### src/rtl/cas_pkg.sv
// Shared types and constants for the cave automaton step unit.
package cas_pkg;

   localparam int CFG_DIM_W  = 11;
   localparam int THR_W      = 4;
   localparam int POS_W      = 10;
   localparam int CSR_IDX_W  = 3;
   localparam int CSR_DATA_W = 11;
   localparam int WIN_CELLS  = 9;
   localparam int CNT_W      = 4;

   localparam logic [CFG_DIM_W-1:0] MAP_WIDTH_RESET  = 11'd64;
   localparam logic [CFG_DIM_W-1:0] MAP_HEIGHT_RESET = 11'd64;
   localparam logic [THR_W-1:0]     SURVIVE_RESET    = 4'd4;
   localparam logic [THR_W-1:0]     BIRTH_RESET      = 4'd5;

   typedef enum logic [CSR_IDX_W-1:0] {
      CSR_MAP_WIDTH  = 3'd0,
      CSR_MAP_HEIGHT = 3'd1,
      CSR_SURVIVE    = 3'd2,
      CSR_BIRTH      = 3'd3
   } csr_index_type;

   typedef struct packed {
      logic top;
      logic bot;
      logic left;
      logic right;
   } border_type;

endpackage

### src/rtl/cas_ram.sv
// Generic single-port-write, single-port-read RAM with a registered read.
module cas_ram #(
   parameter int WIDTH = 2,
   parameter int DEPTH = 1024
) (
   input  logic                     clock,
   input  logic                     wr_en,
   input  logic [$clog2(DEPTH)-1:0] wr_addr,
   input  logic [WIDTH-1:0]         wr_data,
   input  logic                     rd_en,
   input  logic [$clog2(DEPTH)-1:0] rd_addr,
   output logic [WIDTH-1:0]         rd_data
);

   logic [WIDTH-1:0] mem [DEPTH];
   logic [WIDTH-1:0] rd_data_ff;

   always_ff @(posedge clock) begin
      if (wr_en) begin
         mem[wr_addr] <= wr_data;
      end
      if (rd_en) begin
         rd_data_ff <= mem[rd_addr];
      end
   end

   assign rd_data = rd_data_ff;

endmodule

### src/rtl/cave_automaton_step_unit.sv
// Top level of the cave automaton step unit: line buffer memory, 3x3 window and rule.
// Throughput: one word per clock each way unless rsp stalls; the line buffer RAM is read at
//    acceptance and written back from stage one, so the sustained rate is one cell a cycle.
// Results: a result passes through stage one and the rsp output register after the word that
//    completes its window is accepted; that word trails the result's cell by map_width+1 words.
// Reset (synchronous, active high) restores the registers to 64 x 64 with thresholds 4 and 5,
//    clears the position counters, the window and the pipeline; the RAM is not cleared.
module cave_automaton_step_unit #(
   parameter int MAX_WIDTH  = 1024,
   parameter int MAX_HEIGHT = 1024
) (
   input  logic                            clock,
   input  logic                            reset,
   // Cell stream.
   input  logic                            req_valid,
   output logic                            req_stall,
   input  logic                            req_type,
   input  logic                            req_cell_is_wall,
   // Result stream.
   output logic                            rsp_valid,
   input  logic                            rsp_stall,
   output logic                            rsp_new_is_wall,
   output logic [cas_pkg::POS_W-1:0]       rsp_out_row,
   output logic [cas_pkg::POS_W-1:0]       rsp_out_col,
   output logic                            rsp_last_of_frame,
   // Register writes.
   input  logic                            csr_valid,
   output logic                            csr_ready,
   input  logic [cas_pkg::CSR_IDX_W-1:0]   csr_index,
   input  logic [cas_pkg::CSR_DATA_W-1:0]  csr_data
);

   import cas_pkg::*;

   // Column index and RAM address width, width of the clamped map width,
   // and width of the row counter (which runs into the second row past the map while draining).
   localparam int CW = $clog2(MAX_WIDTH);
   localparam int WW = CW + 1;
   localparam int RW = $clog2(MAX_HEIGHT + 2);

   // ---------------------------------------------------------------------
   // Configuration registers. Writes are always taken; a geometry write
   // restarts the frame by clearing the position counters.
   // ---------------------------------------------------------------------
   logic [CFG_DIM_W-1:0] map_width_ff,  map_width_in;
   logic [CFG_DIM_W-1:0] map_height_ff, map_height_in;
   logic [THR_W-1:0]     survive_ff,    survive_in;
   logic [THR_W-1:0]     birth_ff,      birth_in;
   logic                 csr_write;
   logic                 restart;

   assign csr_ready = 1'b1;
   assign csr_write = csr_valid && csr_ready;

   always_comb begin
      map_width_in  = map_width_ff;
      map_height_in = map_height_ff;
      survive_in    = survive_ff;
      birth_in      = birth_ff;
      restart       = 1'b0;
      if (csr_write) begin
         unique case (csr_index_type'(csr_index))
            CSR_MAP_WIDTH: begin
               map_width_in = csr_data;
               restart      = 1'b1;
            end
            CSR_MAP_HEIGHT: begin
               map_height_in = csr_data;
               restart       = 1'b1;
            end
            CSR_SURVIVE: survive_in = csr_data[THR_W-1:0];
            CSR_BIRTH:   birth_in   = csr_data[THR_W-1:0];
            default: ;
         endcase
      end
   end

   always_ff @(posedge clock) begin
      if (reset) begin
         map_width_ff  <= MAP_WIDTH_RESET;
         map_height_ff <= MAP_HEIGHT_RESET;
         survive_ff    <= SURVIVE_RESET;
         birth_ff      <= BIRTH_RESET;
      end else begin
         map_width_ff  <= map_width_in;
         map_height_ff <= map_height_in;
         survive_ff    <= survive_in;
         birth_ff      <= birth_in;
      end
   end

   // Effective geometry: zero is taken as one, anything above the build
   // limit saturates to it.
   logic [31:0]   w_full, h_full;
   logic [WW-1:0] w_eff, w_m1;
   logic [RW-1:0] h_eff, h_m1;

   always_comb begin
      if (map_width_ff == '0) begin
         w_full = 32'd1;
      end else if (32'(map_width_ff) > 32'(MAX_WIDTH)) begin
         w_full = 32'(MAX_WIDTH);
      end else begin
         w_full = 32'(map_width_ff);
      end
      if (map_height_ff == '0) begin
         h_full = 32'd1;
      end else if (32'(map_height_ff) > 32'(MAX_HEIGHT)) begin
         h_full = 32'(MAX_HEIGHT);
      end else begin
         h_full = 32'(map_height_ff);
      end
   end

   assign w_eff = w_full[WW-1:0];
   assign h_eff = h_full[RW-1:0];
   assign w_m1  = w_eff - WW'(1);
   assign h_m1  = h_eff - RW'(1);

   // ---------------------------------------------------------------------
   // Handshake. Stage one holds the word whose RAM data is being read back;
   // it moves on when it makes no result or the output register is free or
   // being emptied in the same cycle. The input is stalled only when stage
   // one is blocked, so a word enters every cycle while results flow.
   // ---------------------------------------------------------------------
   logic s1_valid_ff, s1_valid_in;
   logic s1_res_ff;
   logic s1_go;
   logic req_accept;
   logic rsp_valid_ff, rsp_valid_in;

   assign s1_go      = s1_valid_ff && (!s1_res_ff || !rsp_valid_ff || !rsp_stall);
   assign req_stall  = s1_valid_ff && !s1_go;
   assign req_accept = req_valid && !req_stall;

   // ---------------------------------------------------------------------
   // Stage zero: position of the incoming word, the value written into the
   // line buffer and the geometry of the cell whose window it completes.
   // ---------------------------------------------------------------------
   logic [RW-1:0] row_ff, row_in;
   logic [CW-1:0] col_ff, col_in;
   logic [WW-1:0] col_inc;
   logic          past_map;
   logic          cell_val;
   logic          res_vld;
   logic [RW-1:0] res_row;
   logic [CW-1:0] res_col;
   border_type    res_border;
   logic          res_last;

   assign col_inc = {1'b0, col_ff} + WW'(1);

   always_comb begin
      past_map = row_ff >= h_eff;
      // A drain tick inside the map counts as floor; anything past the map is a drain.
      cell_val = !past_map && !req_type && req_cell_is_wall;

      // The centre cell trails the incoming word by one row and one column.
      if (col_ff != '0) begin
         res_vld = row_ff >= RW'(1);
         res_row = row_ff - RW'(1);
         res_col = col_ff - CW'(1);
      end else begin
         res_vld = row_ff >= RW'(2);
         res_row = row_ff - RW'(2);
         res_col = w_m1[CW-1:0];
      end
      res_vld = res_vld && (res_row < h_eff);

      res_border.top   = res_row == '0;
      res_border.bot   = res_row == h_m1;
      res_border.left  = res_col == '0;
      res_border.right = res_col == w_m1[CW-1:0];
      res_last         = res_vld && res_border.bot && res_border.right;

      row_in = row_ff;
      col_in = col_ff;
      if (restart) begin
         row_in = '0;
         col_in = '0;
      end else if (req_accept) begin
         if (res_last) begin
            // The final result of the frame rewinds the counters for the next map.
            row_in = '0;
            col_in = '0;
         end else if (col_inc >= w_eff) begin
            row_in = row_ff + RW'(1);
            col_in = '0;
         end else begin
            col_in = col_inc[CW-1:0];
         end
      end
   end

   always_ff @(posedge clock) begin
      if (reset) begin
         row_ff <= '0;
         col_ff <= '0;
      end else begin
         row_ff <= row_in;
         col_ff <= col_in;
      end
   end

   // ---------------------------------------------------------------------
   // Line buffer RAM. Each entry holds the current and the previous row's
   // cell for one column: bit 1 is the current row, bit 0 the row above.
   // The word's column is read at acceptance and written back from stage
   // one, shifting current into above and the new cell into current.
   // ---------------------------------------------------------------------
   logic [1:0]    ram_rd_data;
   logic [1:0]    ram_q;
   logic [1:0]    ram_wr_data;
   logic [CW-1:0] s1_addr_ff;
   logic          s1_val_ff;
   logic          s1_fwd_ff, s1_fwd_in;
   logic [1:0]    s1_fwd_data_ff;

   // With a one-column map the next word reads the entry that is being
   // written at the same edge; the write data is forwarded around the RAM.
   assign s1_fwd_in   = s1_go && (s1_addr_ff == col_ff);
   assign ram_q       = s1_fwd_ff ? s1_fwd_data_ff : ram_rd_data;
   assign ram_wr_data = {s1_val_ff, ram_q[1]};

   cas_ram #(
      .WIDTH (2),
      .DEPTH (MAX_WIDTH)
   ) u_line_ram (
      .clock   (clock),
      .wr_en   (s1_go),
      .wr_addr (s1_addr_ff),
      .wr_data (ram_wr_data),
      .rd_en   (req_accept),
      .rd_addr (col_ff),
      .rd_data (ram_rd_data)
   );

   // Stage one registers.
   logic [RW-1:0] s1_row_ff;
   logic [CW-1:0] s1_col_ff;
   border_type    s1_border_ff;
   logic          s1_last_ff;

   always_comb begin
      s1_valid_in = s1_valid_ff;
      if (req_accept) begin
         s1_valid_in = 1'b1;
      end else if (s1_go) begin
         s1_valid_in = 1'b0;
      end
   end

   always_ff @(posedge clock) begin
      if (reset) begin
         s1_valid_ff <= 1'b0;
         s1_fwd_ff   <= 1'b0;
      end else begin
         s1_valid_ff <= s1_valid_in;
         if (req_accept) begin
            s1_fwd_ff <= s1_fwd_in;
         end
      end
   end

   always_ff @(posedge clock) begin
      if (req_accept) begin
         s1_addr_ff     <= col_ff;
         s1_val_ff      <= cell_val;
         s1_res_ff      <= res_vld;
         s1_row_ff      <= res_row;
         s1_col_ff      <= res_col;
         s1_border_ff   <= res_border;
         s1_last_ff     <= res_last;
         s1_fwd_data_ff <= ram_wr_data;
      end
   end

   // ---------------------------------------------------------------------
   // 3x3 window of column vectors. Each column holds, from bit 0, the row
   // above, the centre row and the row below; the oldest column sits in
   // the low bits and shifts out as the new one enters at the top.
   // ---------------------------------------------------------------------
   logic [WIN_CELLS-1:0] win_ff, win_in;
   logic [2:0]           win_col;
   logic [CNT_W-1:0]     nb_count;
   logic                 centre;
   logic                 new_wall;

   assign win_col = {s1_val_ff, ram_q[1], ram_q[0]};
   assign win_in  = {win_col, win_ff[WIN_CELLS-1:3]};

   always_ff @(posedge clock) begin
      if (reset) begin
         win_ff <= '0;
      end else if (s1_go) begin
         win_ff <= win_in;
      end
   end

   // Wall count over the eight neighbours; cells beyond the border count as walls.
   always_comb begin
      logic border;
      nb_count = '0;
      for (int i = 0; i < WIN_CELLS; i++) begin
         border = ((i / 3 == 0) && s1_border_ff.left) || ((i / 3 == 2) && s1_border_ff.right)
               || ((i % 3 == 0) && s1_border_ff.top)  || ((i % 3 == 2) && s1_border_ff.bot);
         if ((i != 4) && (border || win_in[i])) begin
            nb_count = nb_count + CNT_W'(1);
         end
      end
      centre   = win_in[4];
      new_wall = centre ? (nb_count >= survive_ff) : (nb_count >= birth_ff);
   end

   // ---------------------------------------------------------------------
   // Output register.
   // ---------------------------------------------------------------------
   logic                 rsp_load;
   logic                 rsp_wall_ff;
   logic [POS_W-1:0]     rsp_row_ff;
   logic [POS_W-1:0]     rsp_col_ff;
   logic                 rsp_last_ff;
   logic [31:0]          row_full, col_full;

   assign rsp_load = s1_go && s1_res_ff;
   assign row_full = 32'(s1_row_ff);
   assign col_full = 32'(s1_col_ff);

   always_comb begin
      rsp_valid_in = rsp_valid_ff;
      if (rsp_load) begin
         rsp_valid_in = 1'b1;
      end else if (rsp_valid_ff && !rsp_stall) begin
         rsp_valid_in = 1'b0;
      end
   end

   always_ff @(posedge clock) begin
      if (reset) begin
         rsp_valid_ff <= 1'b0;
      end else begin
         rsp_valid_ff <= rsp_valid_in;
      end
   end

   always_ff @(posedge clock) begin
      if (rsp_load) begin
         rsp_wall_ff <= new_wall;
         rsp_row_ff  <= row_full[POS_W-1:0];
         rsp_col_ff  <= col_full[POS_W-1:0];
         rsp_last_ff <= s1_last_ff;
      end
   end

   assign rsp_valid         = rsp_valid_ff;
   assign rsp_new_is_wall   = rsp_wall_ff;
   assign rsp_out_row       = rsp_row_ff;
   assign rsp_out_col       = rsp_col_ff;
   assign rsp_last_of_frame = rsp_last_ff;

endmodule

### config.mk
export PLATFORM = sky130hd
export DESIGN_NAME = cave_automaton_step_unit
export DESIGN_NICKNAME = d
export VERILOG_FILES = /design/src/rtl/cas_pkg.sv /design/src/rtl/cas_ram.sv /design/src/rtl/cave_automaton_step_unit.sv
export SDC_FILE = /design/constraint.sdc
export NUM_CORES = 2
export LEC_CHECK = 0
export BUFFER_PORTS_ARGS = -buffer_cell sky130_fd_sc_hd__buf_2
export CAP_MARGIN = 20
export CORE_MARGIN = 4
export CORE_UTILIZATION = 45
export DETAILED_ROUTE_END_ITERATION = 10
export PLACE_DENSITY = 0.6
export SETUP_SLACK_MARGIN = 0.1
export SYNTH_ARGS = -nofsm -noshare
export SYNTH_HDL_FRONTEND = slang
export SYNTH_SLANG_ARGS = --single-unit
### constraint.sdc
create_clock -name clock -period 19 [get_ports clock]
set_clock_uncertainty 0.05 [all_clocks]
set_input_delay 0 -clock clock [delete_from_list [all_inputs] [get_ports clock]]
set_output_delay 0 -clock clock [all_outputs]
set_load 0.1 [all_outputs]
Word level (Yosys, flattened, before mapping)
Memory sizes are Yosys's and may differ from the RTL's. A register that Yosys moved wholly into a read port is not among the register bits.
Cells that the tools add are included.
{"block": "totals", "in_bits": 21, "output_inout_bits": 25, "ff_bits": 124, "mem_count": 1, "ramBits": 2048}
{"block": "classes", "magnitude_cmp": 9, "reduce_logical": 48, "add_sub_neg": 14, "eq_ne": 6, "n_mux": 29}
{"name": "u_line_ram.mem", "depth": 1024, "word_bits": 2, "read_ports": 1, "rd_clocked_by_memory_dff": 1, "wr": 1, "line_no": "cas_ram.sv:15", "rtl": "logic [WIDTH-1:0] mem [DEPTH];"}
{"operator": "$mux W11", "count": 7}
{"operator": "$logic_not A11 Y1", "count": 3}
{"operator": "$mux W10", "count": 3}
{"operator": "$add A4 B1 Y4 const B", "count": 7}
{"operator": "$mux W4", "count": 7}
{"operator": "$ge A11 B11 Y1", "count": 2}
{"operator": "$gt A11 B11 Y1 const B", "count": 2}
{"operator": "$sub A11 B1 Y11 const B", "count": 2}
{"operator": "$eq A10 B10 Y1", "count": 2}
{"operator": "$sub A10 B1 Y10 const B", "count": 2}
{"operator": "$logic_or A1 B1 Y1", "count": 14}
{"operator": "$add A10 B1 Y11 const B", "count": 1}
{"operator": "$add A11 B1 Y11 const B", "count": 1}
{"operator": "$eq A11 B11 Y1", "count": 1}
{"operator": "$ge A11 B1 Y1 const B", "count": 1}
{"operator": "$ge A11 B2 Y1 const B", "count": 1}
{"operator": "$logic_and A1 B1 Y1", "count": 11}
{"operator": "$lt A11 B11 Y1", "count": 1}
{"operator": "$mux W1", "count": 11}
{"operator": "$sub A11 B2 Y11 const B", "count": 1}
{"operator": "$logic_not A10 Y1", "count": 1}
{"operator": "$reduce_and A2 Y1", "count": 5}
{"operator": "$reduce_bool A10 Y1", "count": 1}
{"operator": "$ge A4 B4 Y1", "count": 2}
{"operator": "7 further kinds", "count": 17}

Logic depth before layout (Yosys ltp)
{"block": "depth", "ltp_word": 19, "ltp_mapped": 23, "ltp_nobuf": 23}

Hierarchy
From an unflattened synthesis, not the netlist that was laid out.
{"block": "unflattened", "hier_cells": 5664, "area_unflattened_um2": 91565.3}
{"mod": "cas_ram", "cells_each": 4793, "n_inst": 1, "area_per_inst_um2": 83777.8, "seq_area_each_um2": 61559.0}
{"mod": "cave_automaton_step_unit", "cells_each": 871, "n_inst": 1, "area_per_inst_um2": 7787.5, "seq_area_each_um2": 3032.9}

Worst setup path before layout
No wires, ideal clock.
{"block": "synth_timing", "path_kind": "flip-flop to flip-flop", "from": "register s1_val_ff", "to": "register rsp_wall_ff (netlist: rsp_new_is_wall), data pin", "arrival_time_ps": 15323, "n_path_buf": 0, "slack_ps": 3362, "stages_incl_launch_ff": 9, "path_cell_list": "edfxtp_1 nor3_1 xor2_1 ha_1 nand2b_1 a21o_1 a21o_1 a21oi_1 a22oi_1"}
{"block": "synth_via", "elab_chain_len": 4, "word_cells_on_any_way": 5, "classes_between": "2 x order compare; 2 x mux; 1 x reduce/logical"}
{"element": "start: declaration", "line_no": "cave_automaton_step_unit.sv:215", "rtl": "logic s1_val_ff;"}
{"element": "start signal: assignment", "line_no": "cave_automaton_step_unit.sv:268", "rtl": "s1_val_ff <= cell_val;"}
{"element": "$logic_or A1 B1 Y1 (*)", "line_no": "cave_automaton_step_unit.sv:307", "rtl": "if ((i != 4) && (border || win_in[i])) begin"}
{"element": "$mux W4 (*)", "line_no": "cave_automaton_step_unit.sv:307"}
{"element": "$ge A4 B4 Y1", "line_no": "cave_automaton_step_unit.sv:312", "rtl": "new_wall = centre ? (nb_count >= survive_ff) : (nb_count >= birth_ff);"}
{"element": "$mux W1 (*)", "line_no": "cave_automaton_step_unit.sv:312"}
{"element": "named net new_wall", "line_no": "cave_automaton_step_unit.sv:287", "rtl": "logic new_wall;"}
{"element": "end signal: assignment", "line_no": "cave_automaton_step_unit.sv:348", "rtl": "rsp_wall_ff <= new_wall;"}
{"element": "end: declaration", "line_no": "cave_automaton_step_unit.sv:319", "rtl": "logic rsp_wall_ff;"}
Mark *: on every way through the listed nets, which the timed path passes. The rest lies on a longest branch.
A chain may end at the register's enable or synchronous reset.

==> results.sh <==
export IMPL_final_util=0.506
export IMPL_setup_violations=0
export IMPL_path_cells="buf_12 > buf_4 > buf_12 > buf_4 > mux4_2 > mux4_2 > a22oi_1 > nand2_1 > a22oi_1 > o221ai_1 > nand3b_1 > nand4_1"
export IMPL_ys_seq_area_frac=0.714
export IMPL_die_area_um2=208000
export IMPL_pin_count=46
export IMPL_grt_use_total=0.224
export IMPL_die_w_um=456
export IMPL_rrSetupSlack_ns=12.77
export IMPL_status="complete, no violations"
export IMPL_drv_slew=0
export IMPL_synth_top_family_by_area="multiplexers"
export IMPL_grt_pass1_vias=49680
export IMPL_holdCritPathClass="primary input to register"
export IMPL_leakage_nw=30.2
export IMPL_synthAdderAreaFrac=0.00802
export IMPL_worst_setup_path_start_kind="register"
export IMPL_synthMuxAreaShare=0.161
export IMPL_worstMarginPinSlew_ns=1.22
export IMPL_grt_pass1_wl_um=342000
export IMPL_port_buffer_count=44
export IMPL_hold_violations=0
export IMPL_routed_wl_um=235000
export IMPL_vias_per_cell=6.02
export IMPL_stdcell_area_um2=101000
export IMPL_peakVddDrop_mv=0.0841
export IMPL_timing_final_crit_share=0.328
export IMPL_core_rowCount=164
export IMPL_synth_seq_cells=2171
export IMPL_cts_resized_gates=0
export IMPL_rsz0062_at_grt="false"
export IMPL_fin_ws_ns=12.77
export IMPL_cp_data_arrival_time_ns=6.77
export IMPL_final_setup_tns_ns=0
export IMPL_area_growth_syn_to_layout_pct=11.8
export IMPL_synth_top_area_frac=0.701
export IMPL_synthTopCellsByCount="edfxtp_1 (2,111), nor2_1 (1,098), mux4_2 (632)"
export IMPL_clockRootBuffer="clkbuf_16"
export IMPL_cts_tree="done"
export IMPL_slowest_stage="dfxtp_4"
export IMPL_gp_congestion=0.831
export IMPL_synth_top_area_cell="edfxtp_1"
export IMPL_slew_headroom=0.186
export IMPL_pre_cts_ws_ns=12.77
export IMPL_cp_max_fo=113
export IMPL_h_tree_depth=4
export IMPL_first_iter_violations=5889
export IMPL_chipHeight_um=456
export IMPL_num_vias=48590
export IMPL_syn_inst=5199
export IMPL_hpwl_um=129000
export IMPL_clk_latency_ns=0.85
export IMPL_ys_warn_count=0
export IMPL_synth_cell_type_count=82
export IMPL_wl_per_cell_um=29.1
export IMPL_fin_nets=5315
export IMPL_end_kind="register"
export IMPL_synth_nets=5278
export IMPL_cts_buffers=217
export IMPL_clk_path_buf_depth=3
export IMPL_grt_max_degree=222
export IMPL_power_density_nw_per_um2=99.3
export IMPL_placed_area_um2=93800
export IMPL_async_flop_share=0
export IMPL_cts_hold_buf=48
export IMPL_yosysMostFrequentCell="edfxtp_1"
export IMPL_timing_fmax_mhz=160
export IMPL_grt_ovfl_total=0
export IMPL_crit_required_ns=19.53
export IMPL_antenna_found_initial=11
export IMPL_path_clk_slew_ns=0.06
export IMPL_yosys_area_share_simple=0.0689
export IMPL_post_cts_buffers=0
export IMPL_synth_cell_area_um2=90400
export IMPL_finalCriticalPeriod_ns=6.23
export IMPL_ant_nets=0
export IMPL_synth_edf_count=2111
export IMPL_syn_area_per_cell_um2=17.4
export IMPL_first_pass_iters=7
export IMPL_max_cap_viol_count=0
export IMPL_ys_flop_type="edfxtp_1"
export IMPL_synth_area_top_cells="edfxtp_1 (70%), mux4_2 (16%), nor2_1 (4.6%), dfxtp_1 (1.3%), clkbuf_1 (1.1%)"
export IMPL_synthXorXnorAreaFrac=0.00726
export IMPL_drive_above_1_share=0.218
export IMPL_synth_compound_area_frac=0.0213
export IMPL_max_stage_delay_ns=0.75
export IMPL_clock_sinks=2171
export IMPL_drc_errors=0
export IMPL_path_class="register to register"
export IMPL_core_region_area_um2=200000
export IMPL_start_util=0.453
## sequential cells by signal, indices dropped and copies added, names as in the netlist, 6 cells and up
register,count
u_line_ram.mem,2048
map_height_ff,11
map_width_ff,11
row_ff,11
col_ff,10
rsp_out_col,10
rsp_out_row,10
s1_addr_ff,10
s1_col_ff,10
s1_row_ff,10
win_ff,6
## worst max-delay path: cells and delay by family, from the launching register on
family	cells	cell delay [ns]
DFF	1	0.75
buffers and inverters	4	2.55
AOI/OAI and AO/OA	3	1.09
and+or+nand+nor	3	0.41
muxes	2	0.89
## per-stage QoR
stage               hold WS, ns  std cells  total power (W)
finish                    0.129       8070           0.0100
global route              0.130       8068           0.0104
CTS                      0.0328       8065           0.0101
detailed placement        0.196       7623          0.00601
global placement          0.203       7610          0.00600
floorplan                0.0678       5199          0.00591
## path summary, 6_finish.rpt
path,startpoint,depth (start not counted),to
min,rsp_stall,4,s1_valid_ff
max,col_ff[1],12,u_line_ram.rd_data[1]
min reg2reg,s1_col_ff[7],0,rsp_out_col[7]
max reg2reg,col_ff[1],12,u_line_ram.rd_data[1]
## power breakdown
group          switching, W  leakage (nW)  internal (W)
Clock               0.00178          3.30       0.00235
Combinational      0.000352          7.36      0.000256
Sequential        0.0000143          19.5       0.00529
Total               0.00215          30.2       0.00790
## layout by cell type, fill, tap and decap left out, types with 15 or more instances in the layout
cell type	n
clkinv_2	27
buf_2	45
clkbuf_16	222
nand2_1	175
xnor2_1	33
clkinv_1	47
mux2i_1	29
a22oi_1	33
nor2_1	1095
buf_4	120
mux4_2	632
xor2_1	29
nand3_1	26
ha_1	58
o21ai_0	33
nand2_2	27
nor3_1	40
nand2b_1	16
dlygate4sd3_1	48
clkbuf_1	57
dfxtp_1	53
bufinv_16	15
edfxtp_1	2111
inv_1	33
a21oi_1	77
## final cells by class
cell class / instances / area, µm²
fill: 16240 / 98700
sequential: 2171 / 64600
multi-input combinational: 2581 / 24300
clock buffer: 283 / 5820
tap: 2656 / 3320
timing repair buffer: 230 / 2000
clock inverter: 111 / 977
inverter: 35 / 131
antenna: 3 / 7.51
## routing by layer
metal	vias up	wire, µm	track usage
met5	-	0	0
met4	0	6600	0.0660
met3	368	16700	0.0298
met2	2040	117000	0.375
met1	25723	94700	0.310
li1	20459	-	-
## logic make-up (layout without fill, tap and decap cells)
| group | count (synthesis) | count (layout) |
|---|---|---|
| xor gates and xnor gates | 67 | 67 |
| AOI/OAI and AO/OA | 280 | 280 |
| buffers and inverters | 447 | 659 |
| DFF | 2171 | 2171 |
| and+or+nand+nor | 1510 | 1510 |
| muxes | 665 | 665 |
| adders and majority gates | 58 | 58 |
| other | 1 | 4 |
Power figures use the tool's default switching activity.
